==> src/hw/rtl/eucra_pkg.sv <==
package eucra_pkg;

	// Field widths of the frame and result beats.
	localparam int ANGLE_W     = 13;
	localparam int SPEED_W     = 16;
	localparam int DELTA_W     = 14;
	localparam int TURNS_W     = 32;
	localparam int POS_W       = 45;
	localparam int ANGLE_Q10_W = 51;
	localparam int CALIB_W     = 8;
	localparam int FCOUNT_W    = 9;

	// Encoder geometry and angle scaling.
	localparam int COUNTS_PER_TURN   = 8192;
	localparam int HALF_TURN         = COUNTS_PER_TURN / 2;
	localparam int DEG_Q10_PER_COUNT = 45;

	// Calibration frame count after reset.
	localparam logic [CALIB_W-1:0] CALIB_RESET = 8'd5;

	typedef logic        [ANGLE_W-1:0]     angle_t;
	typedef logic signed [SPEED_W-1:0]     speed_t;
	typedef logic signed [DELTA_W-1:0]     delta_t;
	typedef logic signed [TURNS_W-1:0]     turns_t;
	typedef logic signed [POS_W-1:0]       pos_t;
	typedef logic signed [ANGLE_Q10_W-1:0] angle_q10_t;

	// Control from the frame pipeline to the delta ring.
	typedef struct packed {
		logic load;
		logic push;
	} ring_ctl_t;

endpackage

==> src/hw/rtl/eucra_if.sv <==
// Frame channel: one encoder feedback frame per beat.
interface eucra_frame_if;
	logic                  valid;
	logic                  ready;
	eucra_pkg::angle_t     angle_reading;
	eucra_pkg::speed_t     speed_reading;

	modport source (output valid, angle_reading, speed_reading, input ready);
	modport sink (input valid, angle_reading, speed_reading, output ready);
endinterface

// Result channel: one unwrapped position result per beat.
interface eucra_result_if;
	logic                   valid;
	logic                   ready;
	logic                   calibrating;
	eucra_pkg::delta_t      step_delta;
	eucra_pkg::turns_t      turns;
	eucra_pkg::pos_t        total_position;
	eucra_pkg::angle_q10_t  angle_q10;
	eucra_pkg::delta_t      mean_delta;
	eucra_pkg::speed_t      speed_out;

	modport source (output valid, calibrating, step_delta, turns, total_position, angle_q10,
		mean_delta, speed_out, input ready);
	modport sink (input valid, calibrating, step_delta, turns, total_position, angle_q10,
		mean_delta, speed_out, output ready);
endinterface

==> src/hw/rtl/eucra_ring.sv <==
module eucra_ring #(
	parameter int RING_DEPTH = 8
) (
	input  logic                 clk,
	input  logic                 arst_n,
	input  eucra_pkg::ring_ctl_t ctl,
	input  eucra_pkg::delta_t    push_delta,
	output eucra_pkg::delta_t    old_delta
);

	localparam int PTR_W = (RING_DEPTH > 1) ? $clog2(RING_DEPTH) : 1;
	localparam logic [PTR_W-1:0] PTR_LAST = PTR_W'(RING_DEPTH - 1);

	logic [PTR_W-1:0]  ptr_q;
	logic              filled_q;
	eucra_pkg::delta_t mem [RING_DEPTH];
	eucra_pkg::delta_t rd_s1;
	logic              rd_valid_s1;

	// Write pointer and fill flag. Entries at or past the pointer hold data only
	// once the ring has wrapped, so one flag stands in for a clearing pass.
	always_ff @(posedge clk or negedge arst_n) begin
		if (!arst_n) begin
			ptr_q    <= '0;
			filled_q <= 1'b0;
		end else if (ctl.push) begin
			if (ptr_q == PTR_LAST) begin
				ptr_q    <= '0;
				filled_q <= 1'b1;
			end else begin
				ptr_q <= ptr_q + 1'b1;
			end
		end
	end

	// The read sees the entry before this beat overwrites it.
	always_ff @(posedge clk) begin
		if (ctl.load) begin
			rd_s1 <= mem[ptr_q];
		end
		if (ctl.push) begin
			mem[ptr_q] <= push_delta;
		end
	end

	always_ff @(posedge clk or negedge arst_n) begin
		if (!arst_n) begin
			rd_valid_s1 <= 1'b0;
		end else if (ctl.load) begin
			rd_valid_s1 <= filled_q;
		end
	end

	// An entry never written reads as cleared.
	assign old_delta = rd_valid_s1 ? rd_s1 : '0;

endmodule

==> src/hw/rtl/encoder_unwrap_calib_rate_average.sv <==
// Multi-turn unwrap of a 13-bit absolute rotor encoder with a moving average of the
// per-frame angle change. The first calibration_frames frames after reset store their
// reading as zero bias; each later frame unwraps its change at half a turn, steps a
// 32-bit turn counter and pushes the change into a RING_DEPTH-entry ring whose mean,
// truncated toward zero, comes with every result. The block takes one frame per clock
// while the result side accepts, and returns its result through the stage 1, stage 2
// and output registers; the ring lives in a single memory with one read per frame and
// one write per later frame, and the average is a running sum divided by a reciprocal
// multiply. The ring starts cleared without any clearing pass, so frames are accepted
// right after reset. Write calibration_frames only while no frame is in flight.
module encoder_unwrap_calib_rate_average #(
	parameter int RING_DEPTH = 8
) (
	input  logic                              clk,
	input  logic                              arst_n,
	input  logic                              cfg_we,
	input  logic [eucra_pkg::CALIB_W-1:0]     cfg_wdata,
	eucra_frame_if.sink                       frame,
	eucra_result_if.source                    result
);

	localparam int CLOG_D = $clog2(RING_DEPTH);
	localparam int SUM_W  = eucra_pkg::DELTA_W + CLOG_D;
	localparam int MAG_W  = SUM_W - 1;
	localparam int DIV_K  = MAG_W + CLOG_D;
	localparam int PROD_W = MAG_W + DIV_K + 1;
	localparam logic [DIV_K:0] DIV_M =
		(DIV_K + 1)'(((64'd1 << DIV_K) + 64'(RING_DEPTH) - 64'd1) / 64'(RING_DEPTH));

	localparam int DIFF_W = eucra_pkg::ANGLE_W + 2;
	localparam logic signed [DIFF_W-1:0] HALF_S = DIFF_W'(eucra_pkg::HALF_TURN);
	localparam logic signed [DIFF_W-1:0] FULL_S = DIFF_W'(eucra_pkg::COUNTS_PER_TURN);
	localparam int REL_W = eucra_pkg::POS_W + 1;
	localparam logic signed [6:0] DEG_S = 7'(eucra_pkg::DEG_Q10_PER_COUNT);

	// Configuration and per-encoder state.
	logic [eucra_pkg::CALIB_W-1:0]  calib_frames_q;
	logic [eucra_pkg::FCOUNT_W-1:0] frame_count_q;
	eucra_pkg::angle_t              bias_q;
	eucra_pkg::angle_t              prev_q;
	eucra_pkg::turns_t              turn_q;
	logic signed [SUM_W-1:0]        sum_q;

	// Handshake.
	logic adv3, adv2, ld1, acc;

	// Frame stage.
	logic                    calib_now;
	logic signed [DIFF_W-1:0] diff;
	logic signed [DIFF_W-1:0] delta_raw;
	eucra_pkg::turns_t       turn_next;
	eucra_pkg::delta_t       delta_now;
	eucra_pkg::turns_t       turns_now;
	eucra_pkg::angle_t       bias_now;

	// Pipeline registers.
	logic                    valid_s1, valid_s2, valid_s3;
	logic                    calib_s1, calib_s2, calib_s3;
	eucra_pkg::delta_t       delta_s1, delta_s2, delta_s3;
	eucra_pkg::turns_t       turns_s1, turns_s2, turns_s3;
	eucra_pkg::angle_t       reading_s1;
	eucra_pkg::angle_t       bias_s1;
	eucra_pkg::speed_t       speed_s1, speed_s2, speed_s3;
	eucra_pkg::pos_t         pos_s2, pos_s3;
	eucra_pkg::angle_q10_t   angle_s2, angle_s3;
	logic [PROD_W-1:0]       prod_s2;
	logic                    neg_s2;
	eucra_pkg::delta_t       mean_s3;

	// Sum, divide and angle stage.
	eucra_pkg::ring_ctl_t    ring_ctl;
	eucra_pkg::delta_t       old_delta;
	logic signed [SUM_W-1:0] sum_next;
	logic [MAG_W-1:0]        mag;
	logic signed [REL_W-1:0] rel;
	logic signed [REL_W+6:0] angle_full;
	eucra_pkg::delta_t       quo;
	eucra_pkg::delta_t       mean_now;

	// Each stage loads when it is empty or its content moves on.
	assign adv3        = !valid_s3 || result.ready;
	assign adv2        = !valid_s2 || adv3;
	assign ld1         = !valid_s1 || adv2;
	assign frame.ready = ld1;
	assign acc         = frame.valid && ld1;

	// Configuration register.
	always_ff @(posedge clk or negedge arst_n) begin
		if (!arst_n) begin
			calib_frames_q <= eucra_pkg::CALIB_RESET;
		end else if (cfg_we) begin
			calib_frames_q <= cfg_wdata;
		end
	end

	// Calibration decision and half-turn unwrap.
	assign calib_now = frame_count_q < {1'b0, calib_frames_q};
	assign diff = $signed({2'b00, frame.angle_reading}) - $signed({2'b00, prev_q});

	always_comb begin
		priority if (diff < -HALF_S) begin
			turn_next = turn_q + 32'sd1;
			delta_raw = diff + FULL_S;
		end else if (diff > HALF_S) begin
			turn_next = turn_q - 32'sd1;
			delta_raw = diff - FULL_S;
		end else begin
			turn_next = turn_q;
			delta_raw = diff;
		end
	end

	assign delta_now = calib_now ? '0 : delta_raw[eucra_pkg::DELTA_W-1:0];
	assign turns_now = calib_now ? turn_q : turn_next;
	assign bias_now  = calib_now ? frame.angle_reading : bias_q;

	// Encoder state update on every frame beat.
	always_ff @(posedge clk or negedge arst_n) begin
		if (!arst_n) begin
			frame_count_q <= '0;
			bias_q        <= '0;
			prev_q        <= '0;
			turn_q        <= '0;
		end else if (acc) begin
			if (frame_count_q <= {1'b0, calib_frames_q}) begin
				frame_count_q <= frame_count_q + 1'b1;
			end
			bias_q <= bias_now;
			prev_q <= frame.angle_reading;
			turn_q <= turns_now;
		end
	end

	// Delta ring: read the outgoing entry and write the new delta in the same beat.
	assign ring_ctl.load = acc;
	assign ring_ctl.push = acc && !calib_now;

	eucra_ring #(
		.RING_DEPTH(RING_DEPTH)
	) u_ring (
		.clk        (clk),
		.arst_n     (arst_n),
		.ctl        (ring_ctl),
		.push_delta (delta_now),
		.old_delta  (old_delta)
	);

	// Stage 1 registers.
	always_ff @(posedge clk or negedge arst_n) begin
		if (!arst_n) begin
			valid_s1 <= 1'b0;
		end else if (ld1) begin
			valid_s1 <= frame.valid;
		end
	end

	always_ff @(posedge clk) begin
		if (acc) begin
			calib_s1   <= calib_now;
			delta_s1   <= delta_now;
			turns_s1   <= turns_now;
			reading_s1 <= frame.angle_reading;
			bias_s1    <= bias_now;
			speed_s1   <= frame.speed_reading;
		end
	end

	// Running sum of the ring: drop the outgoing entry, add the new one; a calibration frame holds it.
	always_comb begin
		if (calib_s1) begin
			sum_next = sum_q;
		end else begin
			sum_next = sum_q + SUM_W'(delta_s1) - SUM_W'(old_delta);
		end
	end

	always_ff @(posedge clk or negedge arst_n) begin
		if (!arst_n) begin
			sum_q <= '0;
		end else if (valid_s1 && adv2) begin
			sum_q <= sum_next;
		end
	end

	// Magnitude for the reciprocal divide, and position relative to the bias.
	assign mag = sum_next[SUM_W-1] ? MAG_W'(-sum_next) : MAG_W'(sum_next);
	assign rel = $signed({turns_s1[eucra_pkg::TURNS_W-1], turns_s1, reading_s1})
		- $signed({(REL_W - eucra_pkg::ANGLE_W)'(0), bias_s1});
	assign angle_full = rel * DEG_S;

	// Stage 2 registers.
	always_ff @(posedge clk or negedge arst_n) begin
		if (!arst_n) begin
			valid_s2 <= 1'b0;
		end else if (adv2) begin
			valid_s2 <= valid_s1;
		end
	end

	always_ff @(posedge clk) begin
		if (valid_s1 && adv2) begin
			calib_s2 <= calib_s1;
			delta_s2 <= delta_s1;
			turns_s2 <= turns_s1;
			pos_s2   <= {turns_s1, reading_s1};
			angle_s2 <= angle_full[eucra_pkg::ANGLE_Q10_W-1:0];
			prod_s2  <= PROD_W'(mag) * PROD_W'(DIV_M);
			neg_s2   <= sum_next[SUM_W-1];
			speed_s2 <= speed_s1;
		end
	end

	// Quotient toward zero.
	assign quo      = prod_s2[DIV_K +: eucra_pkg::DELTA_W];
	assign mean_now = neg_s2 ? -quo : quo;

	// Output registers.
	always_ff @(posedge clk or negedge arst_n) begin
		if (!arst_n) begin
			valid_s3 <= 1'b0;
		end else if (adv3) begin
			valid_s3 <= valid_s2;
		end
	end

	always_ff @(posedge clk) begin
		if (valid_s2 && adv3) begin
			calib_s3 <= calib_s2;
			delta_s3 <= delta_s2;
			turns_s3 <= turns_s2;
			pos_s3   <= pos_s2;
			angle_s3 <= angle_s2;
			mean_s3  <= mean_now;
			speed_s3 <= speed_s2;
		end
	end

	assign result.valid          = valid_s3;
	assign result.calibrating    = calib_s3;
	assign result.step_delta     = delta_s3;
	assign result.turns          = turns_s3;
	assign result.total_position = pos_s3;
	assign result.angle_q10      = angle_s3;
	assign result.mean_delta     = mean_s3;
	assign result.speed_out      = speed_s3;

`ifndef SYNTHESIS
	// An unwrapped step never exceeds half a turn.
	a_step_range: assert property (@(posedge clk) disable iff (!arst_n)
		result.valid |-> (result.step_delta >= -14'sd4096 && result.step_delta <= 14'sd4096))
		else $error("unwrapped step beyond half a turn");

	// A calibration result carries no step.
	a_calib_step: assert property (@(posedge clk) disable iff (!arst_n)
		(result.valid && result.calibrating) |-> (result.step_delta == '0))
		else $error("calibration result with nonzero step");

	// The ring mean stays within half a turn.
	a_mean_range: assert property (@(posedge clk) disable iff (!arst_n)
		result.valid |-> (result.mean_delta >= -14'sd4096 && result.mean_delta <= 14'sd4096))
		else $error("ring mean out of range");

	// A calibration frame leaves the turn counter alone.
	a_calib_turns: assert property (@(posedge clk) disable iff (!arst_n)
		(acc && calib_now) |=> (turn_q == $past(turn_q)))
		else $error("turn counter moved on a calibration frame");
`endif

endmodule
==> src/flat_wrapper.sv <==
// flat-port wrapper written by rule: the top's interface ports become plain ports
module encoder_unwrap_calib_rate_average_flat 
#(
	parameter int RING_DEPTH = 8
)
  (clk, arst_n, cfg_we, cfg_wdata, frame_valid, frame_angle_reading, frame_speed_reading, frame_ready, result_valid, result_calibrating, result_step_delta, result_turns, result_total_position, result_angle_q10, result_mean_delta, result_speed_out, result_ready);
  eucra_frame_if frame_i ();
  eucra_result_if result_i ();
  input  logic clk;
  input  logic arst_n;
  input  logic cfg_we;
  input  logic [eucra_pkg::CALIB_W-1:0] cfg_wdata;
  input wire logic [$bits(frame_i.valid)-1:0] frame_valid;
  input wire logic [$bits(frame_i.angle_reading)-1:0] frame_angle_reading;
  input wire logic [$bits(frame_i.speed_reading)-1:0] frame_speed_reading;
  output wire logic [$bits(frame_i.ready)-1:0] frame_ready;
  output wire logic [$bits(result_i.valid)-1:0] result_valid;
  output wire logic [$bits(result_i.calibrating)-1:0] result_calibrating;
  output wire logic [$bits(result_i.step_delta)-1:0] result_step_delta;
  output wire logic [$bits(result_i.turns)-1:0] result_turns;
  output wire logic [$bits(result_i.total_position)-1:0] result_total_position;
  output wire logic [$bits(result_i.angle_q10)-1:0] result_angle_q10;
  output wire logic [$bits(result_i.mean_delta)-1:0] result_mean_delta;
  output wire logic [$bits(result_i.speed_out)-1:0] result_speed_out;
  input wire logic [$bits(result_i.ready)-1:0] result_ready;
  assign frame_i.valid = frame_valid;
  assign frame_i.angle_reading = frame_angle_reading;
  assign frame_i.speed_reading = frame_speed_reading;
  assign frame_ready = frame_i.ready;
  assign result_valid = result_i.valid;
  assign result_calibrating = result_i.calibrating;
  assign result_step_delta = result_i.step_delta;
  assign result_turns = result_i.turns;
  assign result_total_position = result_i.total_position;
  assign result_angle_q10 = result_i.angle_q10;
  assign result_mean_delta = result_i.mean_delta;
  assign result_speed_out = result_i.speed_out;
  assign result_i.ready = result_ready;
  encoder_unwrap_calib_rate_average #(.RING_DEPTH(RING_DEPTH)) u_core (.clk(clk), .arst_n(arst_n), .cfg_we(cfg_we), .cfg_wdata(cfg_wdata), .frame(frame_i), .result(result_i));
endmodule
==> config.mk <==
export PLATFORM = sky130hd
export DESIGN_NAME = encoder_unwrap_calib_rate_average_flat
export DESIGN_NICKNAME = d
export VERILOG_FILES = /design/src/hw/rtl/eucra_pkg.sv /design/src/hw/rtl/eucra_if.sv /design/src/hw/rtl/eucra_ring.sv /design/src/hw/rtl/encoder_unwrap_calib_rate_average.sv /design/src/flat_wrapper.sv
export SDC_FILE = /design/constraint.sdc
export NUM_CORES = 1
export LEC_CHECK = 0
export BUFFER_PORTS_ARGS = -buffer_cell sky130_fd_sc_hd__buf_4
export CORE_AREA = 2 2 361 363
export DETAILED_ROUTE_END_ITERATION = 12
export DIE_AREA = 0 0 363 365
export RECOVER_POWER = 25
export SYNTH_ARGS = -nofsm -noshare
export SYNTH_HDL_FRONTEND = slang
export SYNTH_SLANG_ARGS = --single-unit
export TNS_END_PERCENT = 50
==> constraint.sdc <==
create_clock -name clk -period 10.2 [get_ports clk]
set_input_delay 0 -clock clk [delete_from_list [all_inputs] [get_ports clk]]
set_output_delay 0 -clock clk [all_outputs]
set_load 0.02 [all_outputs]
==> impl_metrics.py <==
metrics = {
    "status": {
        "status": "finished, violations left",
        "violations": "capacitance limit, slew limit",
    },
    "logic_synthesis": {
        "synth-edff-count": 497,
        "seq_area_frac_synth": 0.546,
        "syn_area_um2": 31900,
        "yosysTopAreaCell": "edfxtp_1",
        "avgSynthCellArea_um2": 12.3,
        "ys_warn_count": 0,
        "yosysMostFrequentCell": "edfxtp_1",
        "synth_fp_nets": 2944,
        "synth_top_flop_cell": "edfxtp_1",
        "ys_types": 85,
        "ys_ff_latch": 597,
        "yosysTopAreaCellShare": 0.468,
        "synthTopCellsByArea": "edfxtp_1 (47%), dfrtp_1 (7.7%), ha_1 (7.6%)",
        "postSynth.asyncResetShare": 0.168,
        "synth_commonest_cells": "edfxtp_1 (497), inv_1 (321), nand2_1 (222)",
        "syn_inst": 2601,
    },
    "placement": {
        "dpl.hpwl_um": 53600,
        "numPortBuffers": 216,
        "post_dp_cell_area_um2": 35400,
        "place.gp.congestion": 0.847,
        "dp_worst_setup_slack_ns": 2.69,
    },
    "global_routing": {
        "first_global_vias": 19800,
        "grt_pass1_wl_um": 114000,
        "grt_start_max_net_pins": 88,
        "gr-total-overflow": 0,
        "grt_antenna_before_repair": 8,
        "grtUsageTotal": 0.109,
    },
    "sta": {
        "rsz0062_at_grt": "no",
        "slew_headroom": -0.534,
        "slew_viol_final": 64,
        "hold_violations": 0,
        "setup_violations": 0,
        "worst-slew-pin-transition_ns": 2.30,
        "tns_ns": 0,
        "fin_crit_sh": 0.740,
        "fin_crit_ns": 7.55,
        "fin_skew_ns": 0.0289,
        "setup_ws_ns": 2.65,
        "max_freq_mhz": 132,
    },
    "die": {
        "rows": 132,
        "dieHeight_um": 365,
        "die-area_um2": 132000,
        "pin_count": 217,
        "initial_utilization": 0.248,
        "die_x_um": 363,
        "core-area_um2": 129000,
    },
    "critical_path": {
        "crit-reg2reg-launch": "u_core.turns_s1[0]",
        "crit_fanout": 8,
        "worstReg2RegEnd": "u_core.angle_s2[50]",
        "crit_path_end_kind": "flip-flop",
        "crit_path_start_kind": "flip-flop",
        "reg2reg_slack_ns": 2.65,
        "worstPathArrival_ns": 7.90,
        "cp.required_ns": 10.55,
        "path_class": "flip-flop to flip-flop",
        "reg2regPathDepth": 21,
    },
    "min_path": {
        "hp-class": "input pin to flip-flop",
        "hp-start": "frame_speed_reading[12]",
        "hold_depth": 2,
        "holdPathEnd": "u_core.speed_s1[12]",
    },
    "clock_network": {
        "cts.sinks": 597,
        "clk_pin_slew_ns": 0.06,
        "cts_tree": "done",
        "clk_path_buf_depth": 3,
        "cts_made_buffers": 66,
        "clk_latency_ns": 0.61,
        "cts_hold_buffers": 49,
        "post_cts_buffers": 0,
        "postCtsResizedCells": 0,
        "h-tree-depth": 3,
        "root_buffer": "clkbuf_16",
    },
    "final_layout": {
        "postLayoutCellArea_um2": 37900,
        "nets": 3205,
        "synthToLayoutAreaGrowth_pct": 18.7,
        "fillers": 13000,
        "drive_gt1_frac": 0.122,
    },
    "route": {
        "vias": 19700,
        "via_per_inst": 4.28,
        "drt_wl_total_um": 73400,
        "ant_nets": 0,
        "drtIter0Drc": 1178,
        "wl_per_cell_um": 16.0,
        "drc": 0,
        "dr.pass1.iters": 5,
    },
    "flow_run": {
        "drv_cap": 2,
    },
}
-- critical path: stages (launching register included) --
cell and delay, ns:
edfxtp_1 0.51, or4_4 0.59, or3_4 0.35, or4b_4 0.53
a31o_2 0.28, nor4_1 0.52, nor3b_1 0.41, xor2_1 0.33
ha_1 0.30, ha_1 0.32, fa_1 0.53, inv_1 0.05
fa_1 0.50, inv_1 0.04, ha_1 0.36, a21oi_1 0.20
o21ai_0 0.12, o211ai_1 0.41, o21ai_0 0.28, a41o_1 0.29
a211oi_1 0.26, xnor2_1 0.09
-- cell type report --
cell class | instances | area (µm²) | area share
antenna | 1 | 2.50 | 0.0000660
clock buffer | 86 | 1830 | 0.0483
clock inverter | 36 | 450 | 0.0119
inverter | 325 | 1230 | 0.0325
multi-input combinational | 1582 | 12800 | 0.338
sequential | 597 | 17400 | 0.460
tap | 1675 | 2100 | 0.0553
timing repair buffer | 290 | 2040 | 0.0539
-- worst max-delay path by stage --
stage / start / slack [ns] / cells past startpoint / end
after floorplan: u_core.turns_s1[0] / 3.36 / 21 / u_core.angle_s2[41]
after global placement: u_core.bias_s1[0] / 2.79 / 26 / u_core.angle_s2[41]
after detailed placement: u_core.turns_s1[0] / 2.69 / 21 / u_core.angle_s2[50]
after CTS: u_core.turns_s1[0] / 2.64 / 21 / u_core.angle_s2[50]
after global routing: u_core.reading_s1[5] / 2.13 / 23 / u_core.angle_s2[50]
final: u_core.turns_s1[0] / 2.65 / 21 / u_core.angle_s2[50]
-- registers in the layout, indices dropped and copies added, names as in the netlist, 16 cells and up --
name and cells:
u_core.result.total_position 45, u_core.u_ring.mem 112, u_core.result.angle_q10 51, u_core.speed_s2 16, u_core.sum_q 17, u_core.angle_s2 51
u_core.turns_s1 32, u_core.pos_s2 45, u_core.speed_s1 16, u_core.result.speed_out 16, u_core.turn_q 32
-- through the flow --
step                      instances   util  hold WS, ns
final                          4592  0.294        0.134
after global routing           4592  0.294        0.114
after CTS                      4590  0.297       0.0622
after detailed placement       4419  0.275      -0.0390
after global placement         4419  0.275      -0.0399
after floorplan                2601      -       -0.296
-- cells by family (layout without fill, tap and decap cells) --
kind of cell | count (synthesis) | count (layout) | share of synthesized area
other | 0 | 1 | 0
adders and majority gates | 301 | 301 | 0.143
xor gates and xnor gates | 208 | 208 | 0.0581
buffers and inverters | 422 | 737 | 0.0534
and+or+nand+nor | 626 | 626 | 0.0946
DFF | 597 | 597 | 0.546
AOI/OAI and AO/OA | 393 | 393 | 0.0807
muxes | 54 | 54 | 0.0244
-- layer usage --
metal  part of all wire  routed length, µm  global-route usage
met5            0.00084                 62                   0
met1               0.45              33300               0.141
met3              0.037               2720              0.0178
met4              0.031               2250              0.0382
met2               0.48              35000               0.184
-- layout by cell type, fill, tap and decap left out, types with 14 or more instances in the layout --
cell           instances
buf_4                157
o21ai_0               82
clkbuf_16             69
mux4_2                17
mux2i_1               17
and3_1                17
a21o_1                45
nand2b_1              20
nor2b_1               20
a21oi_1               98
nand4_1               22
nand3_1               27
mux2_2                20
xnor2_1              118
dlygate4sd3_1         48
dfrtp_1               97
clkbuf_4              17
nor2_1               143
and2_1                25
nor4_1                14
nor3_1                34
clkbuf_1              81
inv_1                319
edfxtp_1             497
or3_1                 19
a31oi_1               19
or4_1                 14
nand2_1              222
xor2_1                87
ha_1                 195
fa_1                 106
o21a_1                17
Power is not shown: default switching activity piles up to over one toggle a cycle in this logic, so the estimate is an artifact.
